===== src/bwts_pkg.sv =====
// Shared constants, payload types and stage interfaces of the bilinear wrap texture sampler.
package bwts_pkg;

    // image geometry
    localparam int MAX_WIDTH  = 256;
    localparam int MAX_HEIGHT = 256;
    localparam int CHANNELS   = 3;
    localparam int CH_W       = 8;
    localparam int PIX_W      = CHANNELS * CH_W;
    localparam int COL_W      = $clog2(MAX_WIDTH);
    localparam int ROW_W      = $clog2(MAX_HEIGHT);
    localparam int ADDR_W     = COL_W + ROW_W;
    localparam int MEM_DEPTH  = MAX_WIDTH * MAX_HEIGHT;

    // field and register widths
    localparam int DIM_W      = 9;
    localparam int LOAD_POS_W = 8;
    localparam int COORD_W    = 20;
    localparam int FRAC_W     = 16;
    localparam int WT_W       = 8;

    // coordinate arithmetic
    localparam int PROD_W     = DIM_W + FRAC_W + 1;       // width * 17-bit fraction
    localparam int QY_W       = COORD_W - (FRAC_W + 1);   // integer part of y above 2^17
    localparam int WQ_W       = DIM_W + 1 + QY_W;
    localparam int T_W        = PROD_W - (FRAC_W + 1);
    localparam int Y_BIAS_SH  = COL_W + QY_W - 1;         // h << this keeps dividend >= 0

    // remainder unit
    localparam int REM_W      = 20;
    localparam int REM_BITS   = 4;
    localparam int REM_STAGES = REM_W / REM_BITS;

    // blend arithmetic
    localparam int LR_W       = WT_W + CH_W;
    localparam int SUM_W      = WT_W + 1 + LR_W;

    // result queue, depth must be a power of two
    localparam int FIFO_DEPTH = 16;
    localparam int FIFO_PTR_W = $clog2(FIFO_DEPTH);
    localparam int FIFO_CNT_W = $clog2(FIFO_DEPTH + 1);

    // pipeline depth from accept to queue push
    localparam int COORD_STAGES = 3;
    localparam int MEM_STAGES   = 1;
    localparam int BLEND_STAGES = 2;
    localparam int PIPE_LAT     = COORD_STAGES + REM_STAGES + MEM_STAGES + BLEND_STAGES;

    // configuration register indexes
    localparam int CFG_IDX_W = 2;
    localparam logic [CFG_IDX_W-1:0] CFG_IMAGE_WIDTH  = 2'd0;
    localparam logic [CFG_IDX_W-1:0] CFG_IMAGE_HEIGHT = 2'd1;

    // operation codes
    localparam logic OP_LOAD   = 1'b0;
    localparam logic OP_SAMPLE = 1'b1;

    typedef struct packed {
        logic                         op;
        logic [LOAD_POS_W-1:0]        load_column;
        logic [LOAD_POS_W-1:0]        load_row;
        logic [CH_W-1:0]              load_channel0;
        logic [CH_W-1:0]              load_channel1;
        logic [CH_W-1:0]              load_channel2;
        logic signed [COORD_W-1:0]    coord_x;
        logic signed [COORD_W-1:0]    coord_y;
    } t_in_word;

    typedef struct packed {
        logic [CH_W-1:0] out_channel0;
        logic [CH_W-1:0] out_channel1;
        logic [CH_W-1:0] out_channel2;
    } t_out_word;

    // what rides along the remainder unit
    typedef struct packed {
        logic                  op;
        logic [COL_W-1:0]      sx;
        logic [COL_W-1:0]      sxi;
        logic [WT_W-1:0]       dx;
        logic [WT_W-1:0]       dy;
        logic [LOAD_POS_W-1:0] load_column;
        logic [LOAD_POS_W-1:0] load_row;
        logic [PIX_W-1:0]      pixel;
    } t_rem_side;

    typedef struct packed {
        logic              we;
        logic [ADDR_W-1:0] waddr;
        logic [PIX_W-1:0]  wdata;
        logic [ADDR_W-1:0] raddr_00;
        logic [ADDR_W-1:0] raddr_01;
        logic [ADDR_W-1:0] raddr_10;
        logic [ADDR_W-1:0] raddr_11;
    } t_mem_req;

    typedef struct packed {
        logic [PIX_W-1:0] p00;
        logic [PIX_W-1:0] p01;
        logic [PIX_W-1:0] p10;
        logic [PIX_W-1:0] p11;
    } t_quad;

endpackage


===== src/bwts_out_fifo.sv =====
// Result queue between the free-running pipeline and the output channel.
module bwts_out_fifo (
    input  logic                  i_clk,
    input  logic                  i_rst_n,
    input  logic                  i_push,
    input  bwts_pkg::t_out_word   i_word,
    input  logic                  i_stall,
    output logic                  o_valid,
    output bwts_pkg::t_out_word   o_word
);
    import bwts_pkg::*;

    t_out_word             r_mem [FIFO_DEPTH];
    logic [FIFO_PTR_W-1:0] r_wr_ptr;
    logic [FIFO_PTR_W-1:0] r_rd_ptr;
    logic [FIFO_CNT_W-1:0] r_count;
    logic                  w_pop;

    assign o_valid = (r_count != '0);
    assign o_word  = r_mem[r_rd_ptr];
    assign w_pop   = o_valid && !i_stall;

    always_ff @(posedge i_clk) begin
        if (!i_rst_n) begin
            r_wr_ptr <= '0;
            r_rd_ptr <= '0;
            r_count  <= '0;
        end else begin
            if (i_push) begin
                r_wr_ptr <= r_wr_ptr + FIFO_PTR_W'(1);
            end
            if (w_pop) begin
                r_rd_ptr <= r_rd_ptr + FIFO_PTR_W'(1);
            end
            r_count <= r_count + FIFO_CNT_W'(i_push) - FIFO_CNT_W'(w_pop);
        end
    end

    always_ff @(posedge i_clk) begin
        if (i_push) begin
            r_mem[r_wr_ptr] <= i_word;
        end
    end

endmodule

===== config.mk =====
export PLATFORM = sky130hd
export DESIGN_NAME = bwts_out_fifo
export DESIGN_NICKNAME = d
export VERILOG_FILES = /design/src/bwts_pkg.sv /design/src/bwts_out_fifo.sv
export SDC_FILE = /design/constraint.sdc
export NUM_CORES = 1
export LEC_CHECK = 0
export BUFFER_PORTS_ARGS = -buffer_cell sky130_fd_sc_hd__buf_2
export CAP_MARGIN = 20
export CORE_ASPECT_RATIO = 1.4
export CORE_MARGIN = 1.5
export CORE_UTILIZATION = 30
export CTS_BUF_LIST = sky130_fd_sc_hd__clkbuf_16
export CTS_CLUSTER_SIZE = 16
export DETAILED_ROUTE_END_ITERATION = 10
export PLACE_DENSITY_LB_ADDON = 0.1
export SLEW_MARGIN = 5
export SYNTH_ARGS = -nofsm -noshare
export SYNTH_HDL_FRONTEND = slang
export SYNTH_SLANG_ARGS = --single-unit

===== constraint.sdc =====
create_clock -name i_clk -period 6.6 [get_ports i_clk]
set_clock_uncertainty 0.15 [all_clocks]
set_input_delay 0 -clock i_clk [delete_from_list [all_inputs] [get_ports i_clk]]
set_output_delay 0 -clock i_clk [all_outputs]
set_load 0.02 [all_outputs]

# ---- After elaboration in Yosys (flattened, before gate mapping)
# Memory sizes are Yosys's and may differ from the RTL's. A register that Yosys moved wholly into a read port is not among the register bits.
# Index checks and enable logic that the tools add are counted.
dict set report classes {
  add_sub_neg 4
  multipliers 0
  n_div 0
  n_lt_le_gt_ge 0
  eq_ne 0
  shift 0
  n_mux 4
  bitwise_logic 0
  reduce_logical 3
}
# operator n
set ops {}
lappend ops {{4-bit by 1-bit adder with 4-bit output, second input constant} 2}
lappend ops {{4-bit two-way mux} 2}
lappend ops {{5-bit by 1-bit adder with 5-bit output} 1}
lappend ops {{5-bit nonzero test} 1}
lappend ops {{5-bit by 1-bit subtractor with 5-bit output} 1}
lappend ops {{1-bit two-way mux} 2}
lappend ops {{1-bit logical AND} 1}
lappend ops {{1-bit logical NOT} 1}
dict set report word_totals {
  regBits 13
  latchBits 0
  ram_bits 384
  mem_bits_ro 0
  in_bits 28
  out_inout_bits 25
  elab_cells 15
  n_memories 1
}
# memory words width rd rd_ports_with_merged_regs write_ports line
set memory_table {}
lappend memory_table {r_mem 16 24 1 1 1 bwts_out_fifo.sv:13} ;# t_out_word r_mem [FIFO_DEPTH];

# ---- Longest topological paths before layout
dict set report logic_depth {
  word_depth 4
  depth_mapped 12
  ltp_nobuf 12
}

# ---- Worst setup path after synthesis
# OpenSTA, ideal clock, no wires.
dict set report synth_path {
  path_kind {register -> register}
  startpoint {reg r_count[3]}
  endpoint {reg r_count[4]}
  setup_ps 116
  arrival_ps 2752
  required_ps 6334
  setup_slack_ps 3582
  path_stages_with_launch 13
  n_path_buf 0
  synth_period_minus_slack_ps 3018
  cell_sequence {dfxtp_1 -> inv_1 -> ha_1 -> nor4b_1 -> nor2_1 -> ha_1 -> inv_1 -> ha_1 -> fa_1 -> a21oi_1 -> nor2_1 -> or3_1 -> and3_1}
}
dict set report synth_via {
  elab_chain_len 3
  word_cells_on_any_way 4
  cone_classes {add/sub: 2; reduce/logical: 2}
}
# element line
set synth_rtl {}
lappend synth_rtl {{start: declaration} bwts_out_fifo.sv:16} ;# logic [FIFO_CNT_W-1:0] r_count;
lappend synth_rtl {{start signal: assignment} bwts_out_fifo.sv:35} ;# r_count <= r_count + FIFO_CNT_W'(i_push) - FIFO_CNT_W'(w_pop);
lappend synth_rtl {{branches (longest 2 deep; another with 5-bit by 1-bit adder with 5-bit output)} --}
lappend synth_rtl {{5-bit by 1-bit subtractor with 5-bit output (*)} bwts_out_fifo.sv:35}
# Every way passes the cells marked *.
# A chain may end at the register's enable or synchronous reset.

# ---- Final worst setup path
# Ends and elaborated chain as after synthesis.

==> qor.csv <==
stage,metric,value,unit
hold_path,class of the worst hold path,primary input to register,
yosys,biggest area consumer among synthesized cells,sky130_fd_sc_hd__edfxtp_1,
timing,final max-slew violation count,0,
route,DRC marker count from the first detailed-route iteration,546,
yosys,Synth Instances,689,
global_route,number of global-route vias before repair,7818,
job,max-cap viol count,0,
placed_design,routability cong.,0.697,
layout,layout cells sized above 1,27.2,%
floorplan,DIE WIDTH,194,µm
floorplan,IO Pins,53,
timing,Final Setup Violations,0,
layout,final net count,839,
yosys,post-synthesis instance area,15300,µm²
global_route,global router's overall resource usage,14.0,%
power_and_ir_drop,total power per unit cell area,341,nW/µm²
timing,fraction of the cycle the final worst path needs,52.8,%
placed_design,post-placement setup slack,3.12,ns
clocking,clock-pin slew of the registers on the worst-case setup and hold paths,0.06,ns
yosys,"top cells by area, synth","sky130_fd_sc_hd__edfxtp_1 (76%), sky130_fd_sc_hd__mux4_2 (14%), sky130_fd_sc_hd__a22oi_1 (2.4%), sky130_fd_sc_hd__dfxtp_1 (2.2%), sky130_fd_sc_hd__and2_1 (1.1%)",
yosys,sequential element share of the synthesized area,77.7,%
yosys,per-instance average area after synthesis,22.2,µm²
global_route,maximum number of pins on one net before global-route repair,55,
route,antenna-violating nets left,0,
timing,Worst Tran Pin Value,1.06,ns
timing,Total Neg Setup Slack,0,ns
clocking,Sink Count,401,
power_and_ir_drop,power consumption,0.00608,W
floorplan,starting utilization of the core area,30.5,%
clocking,largest buffer count on any clock path,3,
yosys,number of flip-flops and latches in the synthesized netlist,401,
power_and_ir_drop,Static Leak,5.68,nW
placed_design,number of buffer cells added on primary ports,52,
floorplan,core box area,50100,µm²
route,DRC violation count after routing,0,
floorplan,area enclosed by the die boundary,52300,µm²
power_and_ir_drop,sequential fraction of design power,48.1,%
clocking,Post-CTS Setup Inserts,0,
worst_setup_path,Crit Path Category,register to register,
clocking,CTS-repair resized insts,0,
power_and_ir_drop,internal power component,0.00459,W
power_and_ir_drop,switching part of the total,24.4,%
timing,Worst Slack Setup Final,3.12,ns
global_route,met3 routing resource usage after global routing,2.04,%
route,detailed-route vias per instance,4.81,
route,Pre-Repair DR Iteration Count,4,
global_route,global-route track usage on met1,16.8,%
floorplan,number of placement rows,97,
yosys,area fraction of the dominant cell type after synthesis,75.5,%
power_and_ir_drop,worst vdd ir,0.147,mV
floorplan,Die H,270,µm
global_route,met2 GRT Util,26.0,%
worst_setup_path,Reg2Reg Launch Point,r_count[3]$_SDFF_PN0_,
timing,Period minus WS final,3.48,ns
yosys,synthesized net count,729,
clocking,TritonCTS buffer count,40,
clocking,maximum level of the CTS H-tree,2,
yosys,"Distinct cells, synth",30,
timing,maximum operating frequency,0.287,GHz
layout,synthesis-to-finish area growth,16.9,%
yosys,most instantiated flip-flop cell in the synthesis netlist,sky130_fd_sc_hd__edfxtp_1,
hold_path,Worst Hold Launch,i_word[6],
worst_setup_path,endpoint type of the worst setup path,register,
layout,Layout Utilization,35.6,%
clocking,root cell of the clock tree,sky130_fd_sc_hd__clkbuf_16,
power_and_ir_drop,net switching component of the power,0.00149,W
yosys,synth warn,0,
route,via total after detailed routing,7070,
timing,number of hold-slack violations in the final timing report,0,
worst_setup_path,largest fanout on the critical path,5,
clocking,clock tree from TritonCTS,yes,
power_and_ir_drop,share of total power in combinational logic,16.7,%
power_and_ir_drop,clock network power share,35.2,%
global_route,total overflow reported by the global router,0,
layout,antenna cells,0,
worst_setup_path,Critical Path RT,6.88,ns
route,Routed WL,35.9,mm
timing,worst-case headroom to the max-slew limit,29.4,%
clocking,clock latency of the later-clocked register in the worst-skew pair,0.53,ns
placed_design,HPWL Detailed,18.9,mm
global_route,global-route wire length before repair,52.6,mm
worst_setup_path,endpoint arrival time on the critical path,3.76,ns
yosys,share of synthesized flip-flops with an asynchronous set or reset,0,%
global_route,layer with the highest usage after global routing,met2,
worst_setup_path,launching element type of the critical path,register,
timing,unrepaired setup endpoints after global routing,false,
status,result of the run,"complete, no violations",
worst_setup_path,CP Launch Point,r_count[3]$_SDFF_PN0_,
route,routed len/inst,24.5,µm
global_route,number of antenna violations at the first check in global routing,1,
yosys,count of flip-flops with a built-in enable after synthesis,384,
==> power groups by stage <==
stage	clock (W)	sequential, W	combinational (W)
after CTS	0.00222	0.00293	0.00104
after detailed placement	0	0.00298	0.00103
after floorplan	0	0.00291	0.000835
final	0.00214	0.00292	0.00101
after global placement	0	0.00298	0.00100
after global routing	0.00230	0.00293	0.00111
==> metrics by stage <==
| stage | hold slack, ns | std cells | cell area [µm²] |
|---|---|---|---|
| after CTS | 0.217 | 1470 | 17800 |
| after global routing | 0.251 | 1470 | 17800 |
| after floorplan | -0.0511 | 689 | 15300 |
| after detailed placement | 0.231 | 1372 | 16300 |
| final | 0.239 | 1470 | 17800 |
| after global placement | 0.208 | 1372 | 16300 |
==> synth_stat cells (3+ instances only) <==
cell                       number
sky130_fd_sc_hd__edfxtp_1     384
sky130_fd_sc_hd__mux4_2        96
sky130_fd_sc_hd__a22oi_1       48
sky130_fd_sc_hd__and2_1        28
sky130_fd_sc_hd__nand2_1       27
sky130_fd_sc_hd__clkbuf_1      20
sky130_fd_sc_hd__dfxtp_1       17
sky130_fd_sc_hd__ha_1          11
sky130_fd_sc_hd__buf_2          9
sky130_fd_sc_hd__inv_1          9
sky130_fd_sc_hd__xor2_1         6
sky130_fd_sc_hd__buf_6          5
sky130_fd_sc_hd__nor2_1         4
sky130_fd_sc_hd__nor2b_1        3
sky130_fd_sc_hd__xnor2_1        3
==> logic make-up after synthesis <==
group           count (synthesis)  share of synthesized area [%]
compound gates                 54                           2.59
mux                            97                           14.2
flops                         401                           77.7
xor+xnor                        9                          0.516
buf+inv                        44                           1.43
fa+ha+maj                      12                           1.03
simple gates                   72                           2.47
==> worst paths after layout <==
check / to / slack (ns) / depth (start not counted)
setup / recovery: r_count[4]$_SDFF_PN0_ / 3.12 / 12
hold / removal: r_mem[8][6]$_DFFE_PP_ / 0.24 / 2
setup reg to reg: r_count[4]$_SDFF_PN0_ / 3.12 / 12
hold reg to reg: register / 0.40 / 2
==> final cells by class <==
cell class / count / area (µm²)
repair buffers: 103 / 713
multi-input cells: 244 / 3190
clock buffers: 41 / 1030
flip-flops and latches: 401 / 11900
fillers: 4621 / 32300
inverters: 9 / 33.8
clock inverters: 29 / 199
well taps: 643 / 805
==> registers in the layout, indices dropped and copies added (netlist names), named ones only <==
signal,count
r_wr_ptr,4
r_count,5
r_mem,384
r_rd_ptr,4
==> per-layer routing <==
layer	wire, µm	vias up
met5	12	-
met2	19500	102
li1	-	3084
met3	1040	49
met4	765	2
met1	14600	3833
==> placed cells by master, fill, tap and decap left out, types with 3 or more instances in the layout <==
| cell type | Yosys | routed |
|---|---|---|
| sky130_fd_sc_hd__edfxtp_1 | 384 | 384 |
| sky130_fd_sc_hd__mux4_2 | 96 | 96 |
| sky130_fd_sc_hd__buf_2 | 9 | 52 |
| sky130_fd_sc_hd__a22oi_1 | 48 | 48 |
| sky130_fd_sc_hd__clkbuf_16 | 0 | 41 |
| sky130_fd_sc_hd__and2_1 | 28 | 28 |
| sky130_fd_sc_hd__dlygate4sd3_1 | 0 | 28 |
| sky130_fd_sc_hd__nand2_1 | 27 | 27 |
| sky130_fd_sc_hd__buf_4 | 1 | 23 |
| sky130_fd_sc_hd__inv_1 | 9 | 20 |
| sky130_fd_sc_hd__dfxtp_1 | 17 | 15 |
| sky130_fd_sc_hd__ha_1 | 11 | 11 |
| sky130_fd_sc_hd__clkinv_1 | 0 | 10 |
| sky130_fd_sc_hd__xor2_1 | 6 | 6 |
| sky130_fd_sc_hd__nor2_1 | 4 | 3 |
| sky130_fd_sc_hd__xnor2_1 | 3 | 3 |
| sky130_fd_sc_hd__bufinv_16 | 0 | 3 |
| sky130_fd_sc_hd__clkinv_2 | 0 | 3 |
==> timing repair <==
| action | CTS | global route |
|---|---|---|
| setup endpoints to repair | 0 | 0 |
| endpoints found under the hold margin | 401 | 0 |
| hold buffers | 28 | 0 |
==> critical path, stage by stage (launching register included) <==
cell	delay, ns
sky130_fd_sc_hd__dfxtp_1	0.32
sky130_fd_sc_hd__inv_1	0.08
sky130_fd_sc_hd__ha_1	0.13
sky130_fd_sc_hd__nor4b_1	0.69
sky130_fd_sc_hd__nor2_1	0.19
sky130_fd_sc_hd__ha_1	0.33
sky130_fd_sc_hd__inv_1	0.04
sky130_fd_sc_hd__ha_1	0.20
sky130_fd_sc_hd__fa_1	0.44
sky130_fd_sc_hd__a21oi_1	0.19
sky130_fd_sc_hd__nor2_1	0.07
sky130_fd_sc_hd__or3_1	0.35
sky130_fd_sc_hd__and3_1	0.20
No activity file was read; power rests on OpenSTA's default activity.
